File: src/rtl/ir_pulse_train_learner_unit_assert.svh
// ----------------------------------------------------------------------------
// ir pulse train learner assertion macros
// shared concurrent assertion forms, clocked on clk and held off in reset
// ----------------------------------------------------------------------------
`ifndef IR_PULSE_TRAIN_LEARNER_UNIT_ASSERT_SVH
`define IR_PULSE_TRAIN_LEARNER_UNIT_ASSERT_SVH

// same-cycle implication
`define IPL_ASSERT_NOW(label, ante, cons, msg) \
    label: assert property (@(posedge clk) disable iff (!rst_n) (ante) |-> (cons)) \
        else $error(msg);

// next-cycle implication
`define IPL_ASSERT_NEXT(label, ante, cons, msg) \
    label: assert property (@(posedge clk) disable iff (!rst_n) (ante) |=> (cons)) \
        else $error(msg);

`endif

File: src/rtl/ipl_pkg.sv
// ----------------------------------------------------------------------------
// ipl_pkg
// types and constants shared by the ir pulse train learner
// ----------------------------------------------------------------------------
`default_nettype none

package ipl_pkg;

    localparam int BUFFER_ENTRIES = 2048;
    localparam int CAL_PERIODS    = 16;
    localparam int CAL_SHIFT      = $clog2(CAL_PERIODS);
    localparam int CAL_CNT_W      = $clog2(CAL_PERIODS + 1);

    localparam int TIME_W   = 32;
    localparam int SUM_W    = TIME_W + CAL_SHIFT;
    localparam int LIMIT_W  = 16;
    localparam int ENTRY_W  = 12;
    localparam int KIND_W   = 3;

    localparam int FIFO_DEPTH = 4;
    localparam int FIFO_PTR_W = $clog2(FIFO_DEPTH);
    localparam int FIFO_LVL_W = $clog2(FIFO_DEPTH + 1);

    localparam logic OP_START = 1'b0;
    localparam logic OP_EDGE  = 1'b1;

    typedef enum logic [KIND_W-1:0] {
        KIND_START_OK  = 3'd0,
        KIND_START_REJ = 3'd1,
        KIND_PERIOD    = 3'd2,
        KIND_BURST     = 3'd3,
        KIND_GAP       = 3'd4
    } kind_t;

    typedef enum logic [1:0] {
        PH_FIRST   = 2'd0,
        PH_CALIB   = 2'd1,
        PH_COLLECT = 2'd2,
        PH_DONE    = 2'd3
    } phase_t;

    typedef struct packed {
        logic [KIND_W-1:0]  kind;
        logic [TIME_W-1:0]  value;
        logic [ENTRY_W-1:0] entry_index;
        logic               last;
    } result_t;

    typedef struct packed {
        logic [1:0] count;
        result_t    r0;
        result_t    r1;
    } push_t;

    typedef struct packed {
        logic [FIFO_LVL_W-1:0] level;
        logic                  room_two;
    } fifo_status_t;

endpackage

`default_nettype wire

File: src/rtl/ipl_out_fifo.sv
// ----------------------------------------------------------------------------
// ipl_out_fifo
// result queue taking up to two results a cycle and giving one
// ----------------------------------------------------------------------------
`default_nettype none

module ipl_out_fifo (
    input  wire logic                  clk,
    input  wire logic                  rst_n,
    input  wire ipl_pkg::push_t        push,
    input  wire logic                  pop,
    output ipl_pkg::result_t           head,
    output ipl_pkg::fifo_status_t      status
);
    import ipl_pkg::*;

    result_t                mem_reg [FIFO_DEPTH];
    logic [FIFO_PTR_W-1:0]  wr_ptr_reg, wr_ptr_next;
    logic [FIFO_PTR_W-1:0]  rd_ptr_reg, rd_ptr_next;
    logic [FIFO_LVL_W-1:0]  level_reg, level_next;
    logic                   do_pop;
    logic [FIFO_PTR_W-1:0]  wr_ptr_plus1;

    assign do_pop       = pop && (level_reg != '0);
    assign wr_ptr_plus1 = wr_ptr_reg + FIFO_PTR_W'(1);

    always_comb
    begin
        wr_ptr_next = wr_ptr_reg + FIFO_PTR_W'(push.count);
        rd_ptr_next = rd_ptr_reg + FIFO_PTR_W'(do_pop);
        level_next  = level_reg + FIFO_LVL_W'(push.count) - FIFO_LVL_W'(do_pop);
    end

    always_ff @(posedge clk or negedge rst_n)
    begin
        if (!rst_n)
        begin
            wr_ptr_reg <= '0;
            rd_ptr_reg <= '0;
            level_reg  <= '0;
        end
        else
        begin
            wr_ptr_reg <= wr_ptr_next;
            rd_ptr_reg <= rd_ptr_next;
            level_reg  <= level_next;
        end
    end

    always_ff @(posedge clk)
    begin
        if (push.count != 2'd0)
            mem_reg[wr_ptr_reg] <= push.r0;
        if (push.count == 2'd2)
            mem_reg[wr_ptr_plus1] <= push.r1;
    end

    assign head            = mem_reg[rd_ptr_reg];
    assign status.level    = level_reg;
    assign status.room_two = (level_reg <= FIFO_LVL_W'(FIFO_DEPTH - 2));

endmodule

`default_nettype wire

File: src/rtl/ipl_core.sv
// ----------------------------------------------------------------------------
// ipl_core
// input register, run state and per-edge result logic
// ----------------------------------------------------------------------------
`default_nettype none

module ipl_core (
    input  wire logic                          clk,
    input  wire logic                          rst_n,
    input  wire logic                          in_valid,
    output logic                               in_stall,
    input  wire logic                          op,
    input  wire logic [ipl_pkg::TIME_W-1:0]    edge_time,
    input  wire logic                          cfg_wr_en,
    input  wire logic [ipl_pkg::LIMIT_W-1:0]   cfg_wr_data,
    input  wire ipl_pkg::fifo_status_t         fifo_status,
    output ipl_pkg::push_t                     push
);
    import ipl_pkg::*;

    // input register
    logic               s1_valid_reg, s1_valid_next;
    logic               s1_op_reg;
    logic [TIME_W-1:0]  s1_time_reg;

    // run state
    logic [LIMIT_W-1:0]   sample_limit_reg;
    logic [ENTRY_W-1:0]   run_limit_reg, run_limit_next;
    phase_t               phase_reg, phase_next;
    logic [TIME_W-1:0]    prev_time_reg, prev_time_next;
    logic [SUM_W-1:0]     period_sum_reg, period_sum_next;
    logic [CAL_CNT_W-1:0] cal_count_reg, cal_count_next;
    logic [TIME_W-1:0]    carrier_reg, carrier_next;
    logic [ENTRY_W-1:0]   entry_cnt_reg, entry_cnt_next;
    logic [TIME_W-1:0]    burst_cnt_reg, burst_cnt_next;
    logic                 first_burst_reg, first_burst_next;

    logic                 accept;
    logic                 advance;
    logic                 reject;
    logic [TIME_W-1:0]    period;
    logic [SUM_W-1:0]     sum_add;
    logic [CAL_CNT_W-1:0] cal_count_inc;
    logic                 cal_done;
    logic [TIME_W-1:0]    carrier_new;
    logic                 burst_end;
    logic [TIME_W-1:0]    burst_value;
    logic [TIME_W-1:0]    gap;
    logic [ENTRY_W-1:0]   entry_after;
    logic                 calib_last;
    logic                 collect_last;

    assign advance  = s1_valid_reg && fifo_status.room_two;
    assign in_stall = s1_valid_reg && !fifo_status.room_two;
    assign accept   = in_valid && !in_stall;

    assign reject        = ({1'b0, sample_limit_reg} + (LIMIT_W+1)'(2))
                           > (LIMIT_W+1)'(BUFFER_ENTRIES);
    assign period        = s1_time_reg - prev_time_reg;
    assign sum_add       = period_sum_reg + SUM_W'(period);
    assign cal_count_inc = cal_count_reg + CAL_CNT_W'(1);
    assign cal_done      = (cal_count_inc == CAL_CNT_W'(CAL_PERIODS));
    assign carrier_new   = sum_add[CAL_SHIFT +: TIME_W];
    // threshold at 33 bits so twice the carrier never wraps
    assign burst_end     = {1'b0, period} > {carrier_reg, 1'b0};
    assign burst_value   = burst_cnt_reg + (first_burst_reg ? TIME_W'(CAL_PERIODS) : '0);
    assign gap           = period - {1'b0, carrier_reg[TIME_W-1:1]};
    assign entry_after   = entry_cnt_reg + ENTRY_W'(2);
    assign calib_last    = (entry_cnt_reg >= run_limit_reg);
    assign collect_last  = (entry_after >= run_limit_reg);

    always_comb
    begin
        s1_valid_next = accept ? 1'b1 : (advance ? 1'b0 : s1_valid_reg);
    end

    // next state
    always_comb
    begin
        run_limit_next   = run_limit_reg;
        phase_next       = phase_reg;
        prev_time_next   = prev_time_reg;
        period_sum_next  = period_sum_reg;
        cal_count_next   = cal_count_reg;
        carrier_next     = carrier_reg;
        entry_cnt_next   = entry_cnt_reg;
        burst_cnt_next   = burst_cnt_reg;
        first_burst_next = first_burst_reg;
        if (advance)
        begin
            if (s1_op_reg == OP_START)
            begin
                if (!reject)
                begin
                    run_limit_next   = sample_limit_reg[ENTRY_W-1:0];
                    phase_next       = PH_FIRST;
                    prev_time_next   = '0;
                    period_sum_next  = '0;
                    cal_count_next   = '0;
                    carrier_next     = '0;
                    entry_cnt_next   = '0;
                    burst_cnt_next   = '0;
                    first_burst_next = 1'b1;
                end
            end
            else
            begin
                unique case (phase_reg)
                    PH_FIRST:
                    begin
                        prev_time_next = s1_time_reg;
                        phase_next     = PH_CALIB;
                    end
                    PH_CALIB:
                    begin
                        prev_time_next  = s1_time_reg;
                        period_sum_next = sum_add;
                        cal_count_next  = cal_count_inc;
                        if (cal_done)
                        begin
                            carrier_next = carrier_new;
                            phase_next   = calib_last ? PH_DONE : PH_COLLECT;
                        end
                    end
                    PH_COLLECT:
                    begin
                        prev_time_next = s1_time_reg;
                        if (!burst_end)
                            burst_cnt_next = burst_cnt_reg + TIME_W'(1);
                        else
                        begin
                            entry_cnt_next   = entry_after;
                            burst_cnt_next   = '0;
                            first_burst_next = 1'b0;
                            if (collect_last)
                                phase_next = PH_DONE;
                        end
                    end
                    PH_DONE:
                    begin
                        phase_next = PH_DONE;
                    end
                    default:
                    begin
                        phase_next = phase_reg;
                    end
                endcase
            end
        end
    end

    // results
    always_comb
    begin
        push.count = 2'd0;
        push.r0    = '0;
        push.r1    = '0;
        if (advance)
        begin
            if (s1_op_reg == OP_START)
            begin
                push.count   = 2'd1;
                push.r0.kind = reject ? KIND_START_REJ : KIND_START_OK;
            end
            else
            begin
                unique case (phase_reg) inside
                    PH_CALIB:
                    begin
                        if (cal_done)
                        begin
                            push.count   = 2'd1;
                            push.r0.kind = KIND_PERIOD;
                            push.r0.value = carrier_new;
                            push.r0.last = calib_last;
                        end
                    end
                    PH_COLLECT:
                    begin
                        if (burst_end)
                        begin
                            push.count          = 2'd2;
                            push.r0.kind        = KIND_BURST;
                            push.r0.value       = burst_value;
                            push.r0.entry_index = entry_cnt_reg;
                            push.r1.kind        = KIND_GAP;
                            push.r1.value       = gap;
                            push.r1.entry_index = entry_cnt_reg + ENTRY_W'(1);
                            push.r1.last        = collect_last;
                        end
                    end
                    PH_FIRST, PH_DONE:
                    begin
                        push.count = 2'd0;
                    end
                    default:
                    begin
                        push.count = 2'd0;
                    end
                endcase
            end
        end
    end

    always_ff @(posedge clk or negedge rst_n)
    begin
        if (!rst_n)
        begin
            s1_valid_reg     <= 1'b0;
            sample_limit_reg <= '0;
            run_limit_reg    <= '0;
            phase_reg        <= PH_FIRST;
            prev_time_reg    <= '0;
            period_sum_reg   <= '0;
            cal_count_reg    <= '0;
            carrier_reg      <= '0;
            entry_cnt_reg    <= '0;
            burst_cnt_reg    <= '0;
            first_burst_reg  <= 1'b1;
        end
        else
        begin
            s1_valid_reg <= s1_valid_next;
            if (cfg_wr_en)
                sample_limit_reg <= cfg_wr_data;
            run_limit_reg   <= run_limit_next;
            phase_reg       <= phase_next;
            prev_time_reg   <= prev_time_next;
            period_sum_reg  <= period_sum_next;
            cal_count_reg   <= cal_count_next;
            carrier_reg     <= carrier_next;
            entry_cnt_reg   <= entry_cnt_next;
            burst_cnt_reg   <= burst_cnt_next;
            first_burst_reg <= first_burst_next;
        end
    end

    always_ff @(posedge clk)
    begin
        if (accept)
        begin
            s1_op_reg   <= op;
            s1_time_reg <= edge_time;
        end
    end

endmodule

`default_nettype wire

File: src/rtl/ir_pulse_train_learner_unit.sv
// ----------------------------------------------------------------------------
// ir_pulse_train_learner_unit
// learns carrier period, burst counts and gaps from carrier edge timestamps
// ----------------------------------------------------------------------------
// path: a request waits in the input register until the queue has room for two
//   results, then its results are queued and offered; a burst end queues two results
// throughput: one request per cycle while the queue has that room; the
//   one-result-per-cycle output side with a four-entry queue sets the long-run pace
// reset: asynchronous active-low, clears run state, sample limit and queue
`default_nettype none

`include "ir_pulse_train_learner_unit_assert.svh"

module ir_pulse_train_learner_unit (
    input  wire logic                          clk,
    input  wire logic                          rst_n,
    input  wire logic                          in_valid,
    output logic                               in_stall,
    input  wire logic                          op,
    input  wire logic [ipl_pkg::TIME_W-1:0]    edge_time,
    output logic                               out_valid,
    input  wire logic                          out_stall,
    output logic [ipl_pkg::KIND_W-1:0]         kind,
    output logic [ipl_pkg::TIME_W-1:0]         value,
    output logic [ipl_pkg::ENTRY_W-1:0]        entry_index,
    output logic                               last,
    input  wire logic                          cfg_wr_en,
    input  wire logic [ipl_pkg::LIMIT_W-1:0]   cfg_wr_data
);
    import ipl_pkg::*;

    push_t        push;
    fifo_status_t fifo_status;
    result_t      head;

    ipl_core u_core (
        .clk         (clk),
        .rst_n       (rst_n),
        .in_valid    (in_valid),
        .in_stall    (in_stall),
        .op          (op),
        .edge_time   (edge_time),
        .cfg_wr_en   (cfg_wr_en),
        .cfg_wr_data (cfg_wr_data),
        .fifo_status (fifo_status),
        .push        (push)
    );

    ipl_out_fifo u_out_fifo (
        .clk    (clk),
        .rst_n  (rst_n),
        .push   (push),
        .pop    (!out_stall),
        .head   (head),
        .status (fifo_status)
    );

    assign out_valid   = (fifo_status.level != '0);
    assign kind        = head.kind;
    assign value       = head.value;
    assign entry_index = head.entry_index;
    assign last        = head.last;

    `IPL_ASSERT_NOW(a_queue_bound, 1'b1, fifo_status.level <= FIFO_LVL_W'(FIFO_DEPTH), "result queue overfilled")
    `IPL_ASSERT_NOW(a_gap_odd, out_valid && (kind == KIND_GAP), entry_index[0], "gap entry at even index")
    `IPL_ASSERT_NOW(a_burst_even, out_valid && (kind == KIND_BURST), !entry_index[0] && !last, "burst entry misplaced")
    `IPL_ASSERT_NOW(a_start_clean, out_valid && ((kind == KIND_START_OK) || (kind == KIND_START_REJ)), (value == '0) && (entry_index == '0) && !last, "start result not clean")

endmodule

`default_nettype wire

File: config.mk
export PLATFORM = sky130hd
export DESIGN_NAME = ir_pulse_train_learner_unit
export DESIGN_NICKNAME = d
export VERILOG_FILES = /design/src/rtl/ipl_pkg.sv /design/src/rtl/ipl_out_fifo.sv /design/src/rtl/ipl_core.sv /design/src/rtl/ir_pulse_train_learner_unit.sv
export VERILOG_INCLUDE_DIRS = /design/src /design/src/rtl
export SDC_FILE = /design/constraint.sdc
export NUM_CORES = 1
export LEC_CHECK = 0
export BUFFER_PORTS_ARGS = -buffer_cell sky130_fd_sc_hd__buf_2
export CAP_MARGIN = 30
export CORE_ASPECT_RATIO = 1.2
export CORE_UTILIZATION = 50
export DETAILED_ROUTE_END_ITERATION = 7
export GPL_ROUTABILITY_DRIVEN = 0
export PLACE_DENSITY_LB_ADDON = 0.25
export RECOVER_POWER = 25
export SLEW_MARGIN = 20
export SYNTH_ARGS = -nofsm -noshare
export SYNTH_HDL_FRONTEND = slang
export SYNTH_SLANG_ARGS = --single-unit
File: constraint.sdc
create_clock -name clk -period 8.05 [get_ports clk]
set_input_delay 0.805 -clock clk [delete_from_list [all_inputs] [get_ports clk]]
set_output_delay 0.805 -clock clk [all_outputs]
set_load 0.01 [all_outputs]
==> run_results.csv <==
group,metric,value,unit
timing,hold_violations,0,
critical_path,crit_fanout,28,
critical_path,startpoint_type,"flip-flop",
finish,instances_no_fill,3150,
routing,drt-met1-wl,28.2,mm
finish,drive_gt1_frac,0.121,
min_path,hp-class,"in2reg",
routing,wl_met3,4.68,mm
logic_synthesis,yosys.area_share.adder,0.0870,
run_status,outcome,"complete, but fails checks",
finish,layout_commonest_cell,"nand2_1",
logic_synthesis,synthMuxAreaShare,0.0519,
grt,antenna_found_initial,0,
logic_synthesis,netlist_area,24500,um2
logic_synthesis,postSynthAreaPerCell,10.2,um2
job,drv_cap,3,
timing,finalClockSkew,0.0206,ns
clock_network,cts_sinks,412,
placed_design,post-place-ws,0.897,ns
critical_path,cpMostUsedCell,"buf_4",
logic_synthesis,synth-warning-count,0,
routing,drc,0,
logic_synthesis,synthCells,2408,
timing,setup_ws,0.814,ns
logic_synthesis,synth_top_family_by_area,"compound AO/OA/AOI/OAI gates",
clock_network,clk_pin_slew,0.06,ns
grt,grt_pass1_wl,107,mm
finish,most-common-layout-cells,"nand2_1 (225), edfxtp_1 (217), nor2_1 (185), dfrtp_1 (185), o21ai_0 (174)",
timing,tns,0,ns
routing,route.met2.wl,32.1,mm
floorplanning,fp.dieW,204,um
routing,firstDrtPassIters,6,
clock_network,htree_levels,2,
run_status,violations,"capacitance limit, slew limit",
critical_path,slowest_delay,0.56,ns
placed_design,dpl_cell_area,25700,um2
logic_synthesis,synthArstFlopShare,0.454,
clock_network,clockBufferDepth,3,
logic_synthesis,yosys_most_used_dff,"edfxtp_1",
logic_synthesis,synth.distinct_cells,82,
critical_path,arrival,7.51,ns
floorplanning,die_area,49900,um2
logic_synthesis,synth-edff-count,217,
grt,grt_usage,0.274,
routing,vias,19700,
finish,finalInstanceArea,27300,um2
power_and_ir_drop,ir_drop,0.259,mV
logic_synthesis,synth_area_leaders,"edfxtp_1 (27%), dfrtp_1 (19%), ha_1 (8.4%)",
logic_synthesis,synth-seq-area-share,0.463,
critical_path,worstSetupPathType,"reg2reg",
grt,grt_max_degree,72,
routing,wl_per_cell,21.6,um
clock_network,cts.hold.buffers_added,0,
clock_network,clkLatencyLatePin,0.59,ns
floorplanning,pin_count,104,
routing,drt_iter0_drc,1769,
clock_network,cts_resized,0,
critical_path,crit_path_end_kind,"flip-flop",
logic_synthesis,synth_xor_area_frac,0.0472,
floorplanning,start_util,0.508,
floorplanning,die_h,245,um
routing,wl,67.9,mm
timing,setup_violations,0,
timing,tightest_slew,3.26,ns
placed_design,hpwl,49.4,mm
clock_network,root_buffer,"clkbuf_16",
timing,max_freq,0.138,GHz
routing,via_per_inst,6.24,
finish,areaGrowthSynthToFinish,11.2,%
timing,period_minus_slack,7.24,ns
finish,nets,2705,
placed_design,port_buffers,103,
critical_path,cp.required,8.33,ns
logic_synthesis,synthSimpleGateAreaFrac,0.140,
timing,rsz0062_at_grt,"false",
floorplanning,core_area,48200,um2
power_and_ir_drop,cellLeakagePower,10.9,nW
floorplanning,num_rows,88,
timing,relSlewSlack,-1.18,
logic_synthesis,synth_compound_area_frac,0.173,
finish,antenna_cells,0,
logic_synthesis,ys_ff_latch,412,
logic_synthesis,syn-num-nets,2630,
timing,post-route-period-util,0.899,
logic_synthesis,netlist.area_leader.share,0.266,
placed_design,dpl.cell_count,3065,
timing,slew_viol_final,176,
critical_path,crit_slowest_cell,"inv_2",
grt,grt_pass1_vias,19000,
grt,overflow,0,
routing,routed.top_layer,"met4",
logic_synthesis,synth_top_area_cell,"edfxtp_1",
clock_network,cts_setup_buffers,0,
clock_network,tritoncts,"done",
routing,drtAntennaViolNets,0,
power_and_ir_drop,pwr_density_cell,459,nW/um2
finish,largest_reg_flops,192,
clock_network,cts_made_buffers,45,
synth_stat cells, types with 8 or more instances:
cell	number
o21ai_0	174
nand3_1	130
clkbuf_1	80
or3_1	16
a21o_1	66
buf_1	14
inv_1	121
dfxtp_1	8
and2_1	21
mux4_2	48
edfxtp_1	217
nor2_1	185
a31oi_1	12
o21a_1	24
and3_1	29
xor2_1	55
a21oi_1	98
a22o_1	29
o32ai_1	12
buf_2	17
mux2_2	17
nand2b_1	15
xnor2_1	77
nand2_1	225
nand4_1	33
o21bai_1	15
ha_1	164
a22oi_1	18
o31ai_1	12
nor3_1	27
or2_2	13
o22ai_1	114
a211oi_1	15
nor2b_1	19
dfrtp_1	186
logic make-up (layout without fill, tap and decap cells):
logic type      count (synthesis)  in the layout
xor+xnor                      132            132
fa+ha+maj                     168            168
mux                            65             65
buf+inv                       236            348
compound gates                658            658
simple gates                  737            737
flops                         412            412
worst max-delay path, delay by kind of cell (launching register included):
kind            cells  cell delay [ns]
simple gates       10             1.79
xor+xnor            1             0.21
flops               1             0.39
fa+ha+maj           3             0.76
buf+inv             6             1.47
compound gates      8             2.32
cell type report:
cell class | count | area, um2
fillers | 4157 | 21000
multi-input cells | 1760 | 12300
flip-flops and latches | 412 | 11400
clock buffers | 56 | 1240
repair buffers | 140 | 831
well taps | 630 | 788
inverters | 124 | 469
clock inverters | 28 | 319
where the power goes:
part / switching (W) / internal (W)
logic: 0.00470 / 0.00280
clock network: 0.000877 / 0.00132
registers: 0.000229 / 0.00259
total: 0.00580 / 0.00671
through the flow:
step / util / total power (W) / hold WS [ns]
2_1_floorplan: - / 0.00803 / 0.431
3_3_place_gp: 0.532 / 0.0100 / 0.448
3_5_place_dp: 0.533 / 0.0102 / 0.462
4_1_cts: 0.566 / 0.0124 / 0.191
5_1_grt: 0.565 / 0.0133 / 0.373
6_report: 0.565 / 0.0125 / 0.392
worst paths after layout:
path,slack [ns],endpoint,cells after the start,from
setup / recovery,0.81,u_out_fifo.mem_reg[2][2],28,u_core.s1_time_reg[0]
hold / removal,0.39,u_core.s1_time_reg[9],1,edge_time[9]
setup reg to reg,0.81,u_out_fifo.mem_reg[2][2],28,u_core.s1_time_reg[0]
hold reg to reg,0.47,u_out_fifo.mem_reg[3][46],2,u_out_fifo.mem_reg[3][46]
max in group asynchronous,2.00,u_core.prev_time_reg[30],3,rst_n
min in group asynchronous,1.31,u_core.sample_limit_reg[14],1,rst_n
routing by layer:
metal / vias up / track usage
li1: 9105 / -
met1: 9571 / 0.363
met2: 821 / 0.447
met3: 154 / 0.0398
met4: 0 / 0.119
met5: - / 0
Note: power is estimated with default switching activity, not from simulation.
